<file path="config.mk">
export PLATFORM = sky130hd
export DESIGN_NAME = rtp_h264_depacketizer_flat
export DESIGN_NICKNAME = d
export VERILOG_FILES = /design/src/rtl/rhd_pkg.sv /design/src/rtl/rhd_in_if.sv /design/src/rtl/rhd_out_if.sv /design/src/rtl/rhd_queue.sv /design/src/rtl/rhd_parser.sv /design/src/rtl/rhd_emitter.sv /design/src/rtl/rtp_h264_depacketizer.sv /design/src/flat_wrapper.sv
export SDC_FILE = /design/constraint.sdc
export NUM_CORES = 1
export LEC_CHECK = 0
export BUFFER_PORTS_ARGS = -buffer_cell sky130_fd_sc_hd__buf_4
export CORE_MARGIN = 10
export CORE_UTILIZATION = 50
export CTS_CLUSTER_DIAMETER = 100
export DETAILED_ROUTE_END_ITERATION = 16
export GPL_TIMING_DRIVEN = 0
export HOLD_SLACK_MARGIN = 0.15
export PLACE_DENSITY = 0.76
export RECOVER_POWER = 25
export SLEW_MARGIN = 20
export SYNTH_ARGS = -nofsm -noshare
export SYNTH_HDL_FRONTEND = slang
export SYNTH_SLANG_ARGS = --single-unit
</file>
<file path="constraint.sdc">
create_clock -name clk -period 8.72 [get_ports clk]
set_input_delay 0.872 -clock clk [delete_from_list [all_inputs] [get_ports clk]]
set_output_delay 0.872 -clock clk [all_outputs]
set_load 0.02 [all_outputs]
</file>
<file path="src/rtl/rhd_pkg.sv">
// rhd_pkg: shared types and constants of the rtp h264 depacketizer
// parse phases, queued emit commands, nal type codes
// no dependencies
package rhd_pkg;

    localparam int RHD_QUEUE_DEPTH = 4;

    localparam logic [4:0] NAL_TYPE_FIRST  = 5'd1;
    localparam logic [4:0] NAL_STAP_A      = 5'd24;
    localparam logic [4:0] NAL_FU_A        = 5'd28;
    localparam logic [4:0] NAL_FU_B        = 5'd29;
    localparam logic [7:0] NAL_NRI_MASK    = 8'hE0;
    localparam logic [7:0] NAL_TYPE_MASK   = 8'h1F;
    localparam int         FU_START_BIT    = 7;
    localparam logic [7:0] START_CODE_LAST = 8'h01;
    localparam logic [7:0] START_CODE_ZERO = 8'h00;

    localparam logic [17:0] FIXED_LAST_BYTE = 18'd11;
    localparam logic [17:0] STAMP_FIRST     = 18'd4;
    localparam logic [17:0] STAMP_LAST      = 18'd7;
    localparam logic [17:0] EXT_LEN_HIGH    = 18'd2;
    localparam logic [17:0] EXT_LEN_LOW     = 18'd3;
    localparam logic [17:0] DON_BYTES       = 18'd2;

    typedef enum logic [3:0] {
        PH_IDLE,
        PH_FIXED,
        PH_CSRC,
        PH_EXTH,
        PH_EXTB,
        PH_NALH,
        PH_COPY,
        PH_FUH,
        PH_DON,
        PH_STAPH,
        PH_STAPL,
        PH_STAPB
    } phase_t;

    typedef enum logic [1:0] {
        EMIT_BYTE,
        EMIT_START,
        EMIT_START_BYTE
    } emit_kind_t;

    typedef struct packed {
        emit_kind_t kind;
        logic [7:0] data;
        logic       au;
    } cmd_t;

endpackage

</file>
<file path="src/rtl/rhd_in_if.sv">
// rhd_in_if: packet byte channel, valid/ready with first and last marks
// no dependencies
interface rhd_in_if;
    logic       valid;
    logic       ready;
    logic [7:0] data_byte;
    logic       pkt_first;
    logic       pkt_last;

    modport source (output valid, output data_byte, output pkt_first, output pkt_last,
                    input ready);
    modport sink   (input valid, input data_byte, input pkt_first, input pkt_last,
                    output ready);
endinterface

</file>
<file path="src/rtl/rhd_out_if.sv">
// rhd_out_if: annex b stream byte channel, valid/ready
// no dependencies
interface rhd_out_if;
    logic       valid;
    logic       ready;
    logic [7:0] out_byte;
    logic       run_last;
    logic       au_start;

    modport source (output valid, output out_byte, output run_last, output au_start,
                    input ready);
    modport sink   (input valid, input out_byte, input run_last, input au_start,
                    output ready);
endinterface

</file>
<file path="src/rtl/rhd_queue.sv">
// rhd_queue: small command fifo between parser and emitter
// depends on rhd_pkg
module rhd_queue #(
    parameter int DEPTH = rhd_pkg::RHD_QUEUE_DEPTH
) (
    input  logic          clk,
    input  logic          rst_n,
    input  logic          push,
    input  rhd_pkg::cmd_t push_cmd,
    output logic          full,
    input  logic          pop,
    output logic          head_valid,
    output rhd_pkg::cmd_t head_cmd
);
    import rhd_pkg::*;

    localparam int PTR_W = (DEPTH > 1) ? $clog2(DEPTH) : 1;
    localparam int CNT_W = $clog2(DEPTH + 1);

    cmd_t             slot_reg [DEPTH];
    logic [PTR_W-1:0] wr_ptr_reg, wr_ptr_next;
    logic [PTR_W-1:0] rd_ptr_reg, rd_ptr_next;
    logic [CNT_W-1:0] count_reg, count_next;
    logic             do_push, do_pop;

    assign full       = (count_reg == CNT_W'(DEPTH));
    assign head_valid = (count_reg != '0);
    assign head_cmd   = slot_reg[rd_ptr_reg];
    assign do_push    = push && !full;
    assign do_pop     = pop && head_valid;

    always_comb
    begin
        wr_ptr_next = wr_ptr_reg;
        rd_ptr_next = rd_ptr_reg;
        count_next  = count_reg;
        if (do_push)
        begin
            wr_ptr_next = (wr_ptr_reg == PTR_W'(DEPTH - 1)) ? '0 : wr_ptr_reg + 1'b1;
        end
        if (do_pop)
        begin
            rd_ptr_next = (rd_ptr_reg == PTR_W'(DEPTH - 1)) ? '0 : rd_ptr_reg + 1'b1;
        end
        if (do_push && !do_pop)
        begin
            count_next = count_reg + 1'b1;
        end
        else if (do_pop && !do_push)
        begin
            count_next = count_reg - 1'b1;
        end
    end

    always_ff @(posedge clk or negedge rst_n)
    begin
        if (!rst_n)
        begin
            wr_ptr_reg <= '0;
            rd_ptr_reg <= '0;
            count_reg  <= '0;
        end
        else
        begin
            wr_ptr_reg <= wr_ptr_next;
            rd_ptr_reg <= rd_ptr_next;
            count_reg  <= count_next;
        end
    end

    always_ff @(posedge clk)
    begin
        if (do_push)
        begin
            slot_reg[wr_ptr_reg] <= push_cmd;
        end
    end

endmodule

</file>
<file path="src/rtl/rhd_parser.sv">
// rhd_parser: takes packet beats, skips the rtp header, tracks timestamps
// and turns payload bytes into emit commands; depends on rhd_pkg, rhd_in_if
module rhd_parser (
    input  logic          clk,
    input  logic          rst_n,
    rhd_in_if.sink        pkt,
    input  logic          q_full,
    output logic          cmd_valid,
    output rhd_pkg::cmd_t cmd
);
    import rhd_pkg::*;

    phase_t      phase_reg, phase_next;
    logic [17:0] hc_reg, hc_next;
    logic [3:0]  csrc_reg, csrc_next;
    logic        ext_flag_reg, ext_flag_next;
    logic [15:0] ext_words_reg, ext_words_next;
    logic [31:0] packet_stamp_reg, packet_stamp_next;
    logic [31:0] held_stamp_reg, held_stamp_next;
    logic        stamp_valid_reg, stamp_valid_next;
    logic        au_pending_reg, au_pending_next;
    logic [7:0]  fu_ind_reg, fu_ind_next;
    logic [15:0] stap_rem_reg, stap_rem_next;
    logic [7:0]  stap_high_reg, stap_high_next;

    logic        accept;
    phase_t      phase_cur;
    logic [17:0] hc_cur, hc_dec;
    logic [31:0] stamp_shift;
    logic [15:0] ext_len, stap_len, stap_dec;
    logic [4:0]  nal_type;
    logic [7:0]  b;

    assign pkt.ready   = !q_full;
    assign accept      = pkt.valid && !q_full;
    assign b           = pkt.data_byte;
    assign phase_cur   = pkt.pkt_first ? PH_FIXED : phase_reg;
    assign hc_cur      = pkt.pkt_first ? '0 : hc_reg;
    assign hc_dec      = (hc_cur != '0) ? hc_cur - 18'd1 : hc_cur;
    assign stamp_shift = {packet_stamp_reg[23:0], b};
    assign ext_len     = {ext_words_reg[15:8], b};
    assign stap_len    = {stap_high_reg, b};
    assign stap_dec    = (stap_rem_reg != '0) ? stap_rem_reg - 16'd1 : stap_rem_reg;
    assign nal_type    = b[4:0];

    always_comb
    begin
        cmd_valid = 1'b0;
        cmd.kind  = EMIT_BYTE;
        cmd.data  = b;
        cmd.au    = au_pending_reg;
        if (accept)
        begin
            case (phase_cur)
                PH_NALH:
                begin
                    if (nal_type >= NAL_TYPE_FIRST && nal_type < NAL_STAP_A)
                    begin
                        cmd_valid = 1'b1;
                        cmd.kind  = EMIT_START_BYTE;
                    end
                    else if (nal_type != NAL_STAP_A && nal_type != NAL_FU_A &&
                             nal_type != NAL_FU_B)
                    begin
                        cmd_valid = 1'b1;
                    end
                end
                PH_FUH:
                begin
                    if (b[FU_START_BIT])
                    begin
                        cmd_valid = 1'b1;
                        cmd.kind  = EMIT_START_BYTE;
                        cmd.data  = (fu_ind_reg & NAL_NRI_MASK) | (b & NAL_TYPE_MASK);
                    end
                end
                PH_COPY:
                begin
                    cmd_valid = 1'b1;
                end
                PH_STAPL:
                begin
                    cmd_valid = 1'b1;
                    cmd.kind  = EMIT_START;
                end
                PH_STAPB:
                begin
                    cmd_valid = 1'b1;
                end
                default:
                begin
                end
            endcase
        end
    end

    always_comb
    begin
        phase_next        = phase_reg;
        hc_next           = hc_reg;
        csrc_next         = csrc_reg;
        ext_flag_next     = ext_flag_reg;
        ext_words_next    = ext_words_reg;
        packet_stamp_next = packet_stamp_reg;
        held_stamp_next   = held_stamp_reg;
        stamp_valid_next  = stamp_valid_reg;
        au_pending_next   = au_pending_reg;
        fu_ind_next       = fu_ind_reg;
        stap_rem_next     = stap_rem_reg;
        stap_high_next    = stap_high_reg;

        if (accept)
        begin
            if (pkt.pkt_first)
            begin
                phase_next        = PH_FIXED;
                hc_next           = '0;
                packet_stamp_next = '0;
            end

            case (phase_cur)
                PH_FIXED:
                begin
                    if (hc_cur == '0)
                    begin
                        ext_flag_next = b[4];
                        csrc_next     = b[3:0];
                    end
                    if (hc_cur >= STAMP_FIRST && hc_cur <= STAMP_LAST)
                    begin
                        packet_stamp_next = stamp_shift;
                    end
                    if (hc_cur == STAMP_LAST)
                    begin
                        if (!stamp_valid_reg || stamp_shift > held_stamp_reg)
                        begin
                            held_stamp_next  = stamp_shift;
                            stamp_valid_next = 1'b1;
                            au_pending_next  = 1'b1;
                        end
                    end
                    if (hc_cur >= FIXED_LAST_BYTE)
                    begin
                        if (csrc_reg != '0)
                        begin
                            hc_next    = {12'd0, csrc_reg, 2'b00};
                            phase_next = PH_CSRC;
                        end
                        else
                        begin
                            hc_next    = '0;
                            phase_next = ext_flag_reg ? PH_EXTH : PH_NALH;
                        end
                    end
                    else
                    begin
                        hc_next = hc_cur + 18'd1;
                    end
                end
                PH_CSRC:
                begin
                    hc_next = hc_dec;
                    if (hc_dec == '0)
                    begin
                        phase_next = ext_flag_reg ? PH_EXTH : PH_NALH;
                    end
                end
                PH_EXTH:
                begin
                    if (hc_cur == EXT_LEN_HIGH)
                    begin
                        ext_words_next = {b, 8'h00};
                    end
                    if (hc_cur == EXT_LEN_LOW)
                    begin
                        ext_words_next = ext_len;
                        if (ext_len != '0)
                        begin
                            hc_next    = {ext_len, 2'b00};
                            phase_next = PH_EXTB;
                        end
                        else
                        begin
                            hc_next    = '0;
                            phase_next = PH_NALH;
                        end
                    end
                    else
                    begin
                        hc_next = hc_cur + 18'd1;
                    end
                end
                PH_EXTB:
                begin
                    hc_next = hc_dec;
                    if (hc_dec == '0)
                    begin
                        phase_next = PH_NALH;
                    end
                end
                PH_NALH:
                begin
                    if (nal_type >= NAL_TYPE_FIRST && nal_type < NAL_STAP_A)
                    begin
                        phase_next = PH_COPY;
                    end
                    else if (nal_type == NAL_STAP_A)
                    begin
                        phase_next = PH_STAPH;
                    end
                    else if (nal_type == NAL_FU_A || nal_type == NAL_FU_B)
                    begin
                        fu_ind_next = b;
                        phase_next  = PH_FUH;
                    end
                    else
                    begin
                        phase_next = PH_COPY;
                    end
                end
                PH_FUH:
                begin
                    if (fu_ind_reg[4:0] == NAL_FU_B)
                    begin
                        hc_next    = DON_BYTES;
                        phase_next = PH_DON;
                    end
                    else
                    begin
                        phase_next = PH_COPY;
                    end
                end
                PH_DON:
                begin
                    hc_next = hc_dec;
                    if (hc_dec == '0)
                    begin
                        phase_next = PH_COPY;
                    end
                end
                PH_STAPH:
                begin
                    stap_high_next = b;
                    phase_next     = PH_STAPL;
                end
                PH_STAPL:
                begin
                    stap_rem_next = stap_len;
                    phase_next    = (stap_len == '0) ? PH_STAPH : PH_STAPB;
                end
                PH_STAPB:
                begin
                    stap_rem_next = stap_dec;
                    if (stap_dec == '0)
                    begin
                        phase_next = PH_STAPH;
                    end
                end
                default:
                begin
                end
            endcase

            if (pkt.pkt_last)
            begin
                phase_next = PH_IDLE;
            end
            if (cmd_valid)
            begin
                au_pending_next = 1'b0;
            end
        end
    end

    always_ff @(posedge clk or negedge rst_n)
    begin
        if (!rst_n)
        begin
            phase_reg        <= PH_IDLE;
            hc_reg           <= '0;
            csrc_reg         <= '0;
            ext_flag_reg     <= 1'b0;
            ext_words_reg    <= '0;
            packet_stamp_reg <= '0;
            held_stamp_reg   <= '0;
            stamp_valid_reg  <= 1'b0;
            au_pending_reg   <= 1'b0;
            fu_ind_reg       <= '0;
            stap_rem_reg     <= '0;
            stap_high_reg    <= '0;
        end
        else
        begin
            phase_reg        <= phase_next;
            hc_reg           <= hc_next;
            csrc_reg         <= csrc_next;
            ext_flag_reg     <= ext_flag_next;
            ext_words_reg    <= ext_words_next;
            packet_stamp_reg <= packet_stamp_next;
            held_stamp_reg   <= held_stamp_next;
            stamp_valid_reg  <= stamp_valid_next;
            au_pending_reg   <= au_pending_next;
            fu_ind_reg       <= fu_ind_next;
            stap_rem_reg     <= stap_rem_next;
            stap_high_reg    <= stap_high_next;
        end
    end

endmodule

</file>
<file path="src/rtl/rhd_emitter.sv">
// rhd_emitter: expands queued commands into stream beats behind an output register
// depends on rhd_pkg, rhd_out_if
module rhd_emitter (
    input  logic          clk,
    input  logic          rst_n,
    input  logic          head_valid,
    input  rhd_pkg::cmd_t head_cmd,
    output logic          pop,
    rhd_out_if.source     stream
);
    import rhd_pkg::*;

    logic [1:0] step_reg, step_next;
    logic       valid_reg, valid_next;
    logic [7:0] byte_reg, byte_next;
    logic       last_reg, last_next;
    logic       au_reg, au_next;

    logic       load;
    logic [1:0] last_step;
    logic [7:0] beat_byte;

    assign stream.valid    = valid_reg;
    assign stream.out_byte = byte_reg;
    assign stream.run_last = last_reg;
    assign stream.au_start = au_reg;

    assign load = head_valid && (!valid_reg || stream.ready);
    assign pop  = load && (step_reg == last_step);

    always_comb
    begin
        case (head_cmd.kind)
            EMIT_BYTE:
            begin
                last_step = 2'd0;
                beat_byte = head_cmd.data;
            end
            EMIT_START:
            begin
                last_step = 2'd2;
                beat_byte = (step_reg == 2'd2) ? START_CODE_LAST : START_CODE_ZERO;
            end
            EMIT_START_BYTE:
            begin
                last_step = 2'd3;
                case (step_reg)
                    2'd2:    beat_byte = START_CODE_LAST;
                    2'd3:    beat_byte = head_cmd.data;
                    default: beat_byte = START_CODE_ZERO;
                endcase
            end
            default:
            begin
                last_step = 2'd0;
                beat_byte = head_cmd.data;
            end
        endcase
    end

    always_comb
    begin
        step_next  = step_reg;
        valid_next = valid_reg;
        byte_next  = byte_reg;
        last_next  = last_reg;
        au_next    = au_reg;
        if (load)
        begin
            valid_next = 1'b1;
            byte_next  = beat_byte;
            last_next  = (step_reg == last_step);
            au_next    = head_cmd.au && (step_reg == 2'd0);
            step_next  = pop ? 2'd0 : step_reg + 2'd1;
        end
        else if (stream.ready)
        begin
            valid_next = 1'b0;
        end
    end

    always_ff @(posedge clk or negedge rst_n)
    begin
        if (!rst_n)
        begin
            step_reg  <= '0;
            valid_reg <= 1'b0;
        end
        else
        begin
            step_reg  <= step_next;
            valid_reg <= valid_next;
        end
    end

    always_ff @(posedge clk)
    begin
        byte_reg <= byte_next;
        last_reg <= last_next;
        au_reg   <= au_next;
    end

endmodule

</file>
<file path="src/rtl/rtp_h264_depacketizer.sv">
// rtp_h264_depacketizer: rtp packet bytes in, annex b h264 byte stream out
// an accepted beat's command passes the queue, then the emitter output register
// throughput: one packet beat per cycle; a start-coded nal header costs 3 or 4
// stream beats from the emitter, so input stalls once the command queue fills
// reset: rst_n asynchronous active low, clears parser phase, timestamps and queue
// depends on rhd_pkg, rhd_in_if, rhd_out_if, rhd_parser, rhd_queue, rhd_emitter
module rtp_h264_depacketizer #(
    parameter int QUEUE_DEPTH = rhd_pkg::RHD_QUEUE_DEPTH
) (
    input  logic      clk,
    input  logic      rst_n,
    rhd_in_if.sink    pkt,
    rhd_out_if.source stream
);
    import rhd_pkg::*;

    logic q_full;
    logic cmd_valid;
    cmd_t cmd;
    logic head_valid;
    cmd_t head_cmd;
    logic pop;

    rhd_parser u_parser (
        .clk       (clk),
        .rst_n     (rst_n),
        .pkt       (pkt),
        .q_full    (q_full),
        .cmd_valid (cmd_valid),
        .cmd       (cmd)
    );

    rhd_queue #(
        .DEPTH (QUEUE_DEPTH)
    ) u_queue (
        .clk        (clk),
        .rst_n      (rst_n),
        .push       (cmd_valid),
        .push_cmd   (cmd),
        .full       (q_full),
        .pop        (pop),
        .head_valid (head_valid),
        .head_cmd   (head_cmd)
    );

    rhd_emitter u_emitter (
        .clk        (clk),
        .rst_n      (rst_n),
        .head_valid (head_valid),
        .head_cmd   (head_cmd),
        .pop        (pop),
        .stream     (stream)
    );

endmodule
</file>
<file path="src/flat_wrapper.sv">
// flat-port wrapper written by rule: the top's interface ports become plain ports
module rtp_h264_depacketizer_flat import rhd_pkg::*;
#(
    parameter int QUEUE_DEPTH = rhd_pkg::RHD_QUEUE_DEPTH
)
  (clk, rst_n, pkt_valid, pkt_data_byte, pkt_pkt_first, pkt_pkt_last, pkt_ready, stream_valid, stream_out_byte, stream_run_last, stream_au_start, stream_ready);
  rhd_in_if pkt_i ();
  rhd_out_if stream_i ();
  input  logic clk;
  input  logic rst_n;
  input wire logic [$bits(pkt_i.valid)-1:0] pkt_valid;
  input wire logic [$bits(pkt_i.data_byte)-1:0] pkt_data_byte;
  input wire logic [$bits(pkt_i.pkt_first)-1:0] pkt_pkt_first;
  input wire logic [$bits(pkt_i.pkt_last)-1:0] pkt_pkt_last;
  output wire logic [$bits(pkt_i.ready)-1:0] pkt_ready;
  output wire logic [$bits(stream_i.valid)-1:0] stream_valid;
  output wire logic [$bits(stream_i.out_byte)-1:0] stream_out_byte;
  output wire logic [$bits(stream_i.run_last)-1:0] stream_run_last;
  output wire logic [$bits(stream_i.au_start)-1:0] stream_au_start;
  input wire logic [$bits(stream_i.ready)-1:0] stream_ready;
  assign pkt_i.valid = pkt_valid;
  assign pkt_i.data_byte = pkt_data_byte;
  assign pkt_i.pkt_first = pkt_pkt_first;
  assign pkt_i.pkt_last = pkt_pkt_last;
  assign pkt_ready = pkt_i.ready;
  assign stream_valid = stream_i.valid;
  assign stream_out_byte = stream_i.out_byte;
  assign stream_run_last = stream_i.run_last;
  assign stream_au_start = stream_i.au_start;
  assign stream_i.ready = stream_ready;
  rtp_h264_depacketizer #(.QUEUE_DEPTH(QUEUE_DEPTH)) u_core (.clk(clk), .rst_n(rst_n), .pkt(pkt_i), .stream(stream_i));
endmodule
</file>
### After elaboration in Yosys (flattened, before gate mapping)

Memories as Yosys holds them, arrays and structs flattened.
Index checks and enable logic that the tools add are counted.

* bits in registers: 153
* latch bits: 0
* memory bits (writable): 44
* memory bits (read-only): 0
* bits of input ports: 14
* output and inout bits: 12
* word-level logic and storage cells: 170
* memories: 1

* $add $sub $neg: 8
* multipliers: 0
* divide/modulo/power cells: 0
* magnitude comparators: 6
* eq/ne operators: 29
* shifts and indexed selects: 0
* muxes and demuxes: 57
* bitwise operators: 4
* reductions and logical operators: 45

Memories
* u_core.u_queue.slot_reg: depth 4, bits a word 11, read ports 1, clocked after memory_dff 0, write ports 1, line rhd_queue.sv:20 `cmd_t slot_reg [DEPTH];`

Operator list (count)
* 2-to-1 mux 18 bit: 6
* 2-to-1 mux 32 bit: 3
* case mux 18 bit (4 select lines): 1
* 2-to-1 mux 4 bit: 11
* case mux 4 bit (10 select lines): 1
* == test 18 x 2 -> 1 bit (second input constant): 2
* logical NOT 18 bit: 2
* > comparator 32 bit: 1
* logical NOT 16 bit: 2
* case mux 16 bit (2 select lines): 1
* case mux 8 bit (2 select lines): 2
* nonzero test 16 bit: 2
* == test 5 bit (second input constant): 4
* 2-to-1 mux 10 bit: 2
* adder 18 x 1 -> 18 bit (second input constant): 1
* == test 18 x 3 -> 1 bit (second input constant): 1
* greater-or-equal comparator 18 x 3 -> 1 bit (second input constant): 1
* greater-or-equal comparator 18 x 4 -> 1 bit (second input constant): 1
* less-or-equal comparator 18 x 3 -> 1 bit (second input constant): 1
* nonzero test 18 bit: 1
* subtractor 18 x 1 -> 18 bit (second input constant): 1
* == test 4 x 3 -> 1 bit (second input constant): 4
* == test 4 bit (second input constant): 4
* 2-to-1 mux 16 bit: 1
* 35 further kinds: 93

### Depth between registers and ports, before layout

* depth after elaboration: 12
* depth in mapped cells: 16

### Hierarchy

A second synthesis with hierarchy kept.

* cells, all modules: 1199
* area, all modules: 11683.7 µm²

By module, submodules not included
* rhd_parser: instances 1, cells each 1057, area an instance 8999.9 µm², seq. area each 3128.0 µm²
* rhd_queue: instances 1, cells each 94, area an instance 2067.0 µm², seq. area each 1496.4 µm²
* rhd_emitter: instances 1, cells each 48, area an instance 616.8 µm², seq. area each 375.4 µm²

### Worst setup path before layout

OpenSTA, ideal clock, no wires.

* kind: input-to-reg
* start: input port pkt_pkt_first
* end: register u_core.u_parser.phase_reg[0]
* setup time: 0.077 ns
* data arrival time: 3.709 ns
* required time: 8.643 ns
* path slack: 4.933 ns
* cell stages on the path: 13
* path buffers: 3
* cells stage by stage: buf_2 inv_1 buf_2 nand2_1 ha_1 clkbuf_1 o211ai_2 a221o_1 or3_1 a221oi_2 nand4_1 or4b_1 a21oi_1

* longest elaborated chain between the ends: 7
* elaborated cells between the ends (all ways): 26

Ends and longest elaborated chain
* start: declaration: line flat_wrapper.sv:13 `input wire logic [$bits(pkt_i.pkt_first)-1:0] pkt_pkt_first;`
* 2-to-1 mux 18 bit: line rhd_parser.sv:38 `assign hc_cur = pkt.pkt_first ? '0 : hc_reg;`
* subtractor 18 x 1 -> 18 bit or nonzero test 18 bit (tied branches): line rhd_parser.sv:39 `assign hc_dec = (hc_cur != '0) ? hc_cur - 18'd1 : hc_cur;`
* 2-to-1 mux 18 bit: line rhd_parser.sv:39
* logical NOT 18 bit: line rhd_parser.sv:163, rhd_parser.sv:196, rhd_parser.sv:236
* 2-to-1 mux 4 bit (on tied branches): line rhd_parser.sv:236, rhd_parser.sv:163, rhd_parser.sv:196
* case mux 4 bit (10 select lines) *: line rhd_parser.sv:121 `case (phase_cur)`
* 2-to-1 mux 4 bit *: line rhd_parser.sv:264 `if (pkt.pkt_last)`
* end signal: assignment: line rhd_parser.sv:294 `phase_reg <= phase_next;`
* end: declaration: line rhd_parser.sv:13 `phase_t phase_reg, phase_next;`

Mark *: on every way between the ends. The rest lies on a longest branch, timed or not.
A chain may end at the register's enable or synchronous reset.

### Worst setup path in the final report

* start: input port pkt_pkt_first
* end: register u_core.u_queue.count_reg[2]

* longest elaborated chain between the ends: 9
* elaborated cells between the ends (all ways): 15

Ends and longest elaborated chain
* 2-to-1 mux 4 bit *: line rhd_parser.sv:37 `assign phase_cur = pkt.pkt_first ? PH_FIXED : phase_reg;`
* == test 4 bit or == test 4 x 3 -> 1 bit (tied branches): line rhd_parser.sv:54 `case (phase_cur)`
* OR reduction 3 bit (no line)
* case mux 1 bit (3 select lines) *: line rhd_parser.sv:54
* 2-to-1 mux 1 bit *: line rhd_parser.sv:52 `if (accept)`
* logical AND 1 bit *: line rhd_queue.sv:29 `assign do_push = push && !full;`
* via u_core.u_queue.do_push: line rhd_queue.sv:24 `logic do_push, do_pop;`
* logical NOT 1 bit: line rhd_queue.sv:49 `else if (do_pop && !do_push)`
* logical AND 1 bit: line rhd_queue.sv:49
* nonzero test 2 bit (no line)
* end signal: assignment: line rhd_queue.sv:67 `count_reg <= count_next;`
* end: declaration: line rhd_queue.sv:23 `logic [CNT_W-1:0] count_reg, count_next;`

Mark *: on every way through the listed nets, which the timed path passes. The rest lies on a longest branch.

==> reports/metrics.yaml <==
synth.ff_latch_count: 189
dp_hpwl_um: 19970
finalWirelength_um: 27890
worstSkewPairLatency_ns: 0.45
antenna_found_initial: 0
post_cts.repair.setup_buffers: 0
synth_edf_count: 54
setup_tns_ns: 0
hold_violations: 0
finalSetupViolations: 0
cp.arrival_ns: 4.74
synth.top_cell.area_share_pct: 31.18
worstMarginPinSlew_ns: 2.475
dp_cells: 1345
ant_nets: 0
drive_above_1_share_pct: 14.52
grt_pass1_vias: 8443
fin_cells: 1377
crit_required_ns: 9.10
yosysWarnings: 0
p_sw_share_pct: 40.71
num_antenna_cells: 0
initial_core_util_pct: 51.22
ios: 26
cp-start-kind: "input pin"
comb_power_share_pct: 40.7
drc: 0
critPathSlowestCell: "a21oi_1"
reg2regPathDepth: 10
syn_area_per_cell_um2: 10.37
cts_tree: "yes"
die_h_um: 167.2
ys_seq_area_share_pct: 46.15
grt_first_pass_wirelength_um: 44950
via_per_inst: 6.296
synthArstFlopShare_pct: 71.43
max_stage_delay_ns: 0.69
p_leak_nw: 4.983
crit_type: "in -> reg"
area_growth_pct: 10.49
clockPowerShare_pct: 22.7
cts_resized: 0
nNetsFinal: 1153
rsz0062_at_grt: "false"
maxSlewViolCount: 42
fillers: 1791
synth_nets: 1109
post_drt_wl_per_cell_um: 20.25
cp-end-kind: "flop"
root_buffer: "clkbuf_16"
synth_cells: 1045
grt_max_degree: 95
cts_buffers: 17
worst_slack_ns: 4.363
die-area_um2: 27960
max_slew_margin_pct: -65.01
place_ws_ns: 4.060
htree_levels: 4
min_period_ns: 4.357
synth_cell_types: 80
r2r_end: "u_core.u_queue.count_reg[1]"
clock_skew_ns: 0.01494
p_sw_mw: 1.400
powerDensity_nw_per_um2: 287.3
crit_path_max_fanout: 10
cts.sinks: 189
min_period_over_period_pct: 49.97
gp_congestion: 1.003
gr-total-overflow: 0
vias: 8670
maxCapViolations: 1
largest_reg_flops: 44
clockBufferDepth: 2
core_area_um2: 21150
startpoint: "pkt_pkt_first"
numPortBuffers: 24
synth_most_common_cell: "dfrtp_1"
p_int_mw: 2.039
status: "complete, but fails checks"
rows: 53
fmaxAchievable_mhz: 229.5
crit_path_cell_trace: "buf_2, buf_1, clkbuf_1, nand2b_1, clkbuf_1, nand3_1, a21oi_1, ha_1, inv_1, fa_1, xor2_1, nor2_1, xor2_1"
vdd_drop_max_uv: 141.0
ys_top_cells_by_area: "dfrtp_1 (31%), edfxtp_1 (15%), mux2_2 (6.1%), ha_1 (5.7%), a21oi_1 (3.3%)"
syn_area_um2: 10830
hp-class: "reg -> reg"
p_seq_share_pct: 36.6
endpoint: "u_core.u_queue.count_reg[2]"
synth_commonest_cells: "dfrtp_1 (135), a21oi_1 (71), nand2_1 (66)"
drtIter0Drc: 1195
first_pass_iters: 6
fp.dieW_um: 167.2
violations: "max-capacitance violations, max-slew violations"
worst-r2r-setup-slack_ns: 4.83
track_usage_pct: 19.57
yosys.area.top_type: "dfrtp_1"
cts.reportedPaths.clkPinSlew_ns: 0.08
hold_buffers: 0
synth_ff_type: "dfrtp_1"
r2r_start: "u_core.u_queue.rd_ptr_reg[0]"
## layout make-up
class                      count  area, µm²  share of cell area [%]
multi-input combinational    732       5333                   44.55
sequential                   189       5000                   41.77
clock inverter                15      175.2                   1.463
timing repair buffer          25      185.2                   1.547
buffer                        62      275.3                   2.300
inverter                      62      232.7                   1.944
clock buffer                  17      425.4                   3.554
tap                          275      344.1                   2.874
## cell usage in the layout, fill, tap and decap left out, types with 6 or more instances in the layout
master	synthesis	layout
dfrtp_1	135	135
a21oi_1	71	71
nand2_1	66	66
o21ai_0	63	63
inv_1	62	62
nor2_1	62	62
mux2_2	59	59
edfxtp_1	54	54
ha_1	49	49
clkbuf_1	41	47
nor3_1	35	35
a22o_1	27	27
nor2b_1	24	24
nand3_1	24	24
buf_4	2	20
clkbuf_16	0	17
nor4_1	16	15
nand4_1	14	14
a21o_1	13	13
nand2b_1	12	12
mux4_2	11	11
buf_2	10	10
and2_1	9	9
a22oi_1	9	9
a31oi_1	9	9
a221oi_1	8	8
xnor2_1	7	7
xor2_1	7	7
a221o_1	7	7
o21a_1	7	7
or3_1	7	7
inv_8	0	7
buf_1	6	6
nand3b_1	6	6
o211ai_1	6	6
or2_2	6	6
or4_1	6	6
and3_1	6	6
## how the worst min path moves through the flow
stage	from	endpoint	slack (ns)	cells after the start
finish	u_core.u_parser.stamp_valid_reg	u_core.u_parser.stamp_valid_reg	0.47	1
global route	u_core.u_parser.stamp_valid_reg	u_core.u_parser.stamp_valid_reg	0.49	1
CTS	rst_n	u_core.u_parser.stap_rem_reg[11]	0.32	1
detailed placement	u_core.u_parser.fu_ind_reg[3]	u_core.u_parser.fu_ind_reg[3]	0.46	1
global placement	u_core.u_parser.fu_ind_reg[2]	u_core.u_parser.fu_ind_reg[2]	0.45	1
floorplan	u_core.u_parser.stamp_valid_reg	u_core.u_parser.stamp_valid_reg	0.43	1
## cells by family after synthesis
| family | after synthesis | synth area share, % |
|---|---|---|
| AOI/OAI and AO/OA | 276 | 17.28 |
| xor gates and xnor gates | 14 | 1.132 |
| and+or+nand+nor | 315 | 15.82 |
| adders and majority gates | 50 | 5.844 |
| DFF | 189 | 46.15 |
| muxes | 77 | 9.089 |
| buffers and inverters | 124 | 4.689 |
## power groups by stage
stage                     sequential [mW]  clock (mW)  combinational [mW]
after floorplan                      1.26           0               0.990
after detailed placement             1.27           0                1.37
final                                1.26       0.782                1.40
after global placement               1.27           0                1.35
after CTS                            1.26       0.789                1.38
after global routing                 1.28       0.828                1.53
## critical path: cells and delay by family
family                   cells  cell delay (ns)
AND/OR/NAND/NOR              3             0.43
buffers and inverters        5             1.73
adder cells (fa/ha/maj)      2             0.71
AO/OA/AOI/OAI                1             0.69
XOR/XNOR                     2             0.31
## metal layers
layer / vias up / GRT usage (%) / wire (µm)
li1: 3978 / - / -
met3: 62 / 3.605 / 2169
met1: 4218 / 25.43 / 11740
met5: - / 0 / 0
met4: 0 / 6.132 / 708
met2: 412 / 32.42 / 13270
## per-stage QoR
stage	total power, mW	hold slack, ns	utilization [%]	cell area, µm²
after CTS	3.423	0.3182	56.70	11990
after global routing	3.638	0.4947	56.59	11970
after global placement	2.612	0.4501	53.69	11360
after detailed placement	2.643	0.4553	53.86	11390
after floorplan	2.249	0.4288	-	10830
final	3.438	0.4727	56.59	11970
Note: power is estimated with default switching activity, not from simulation.
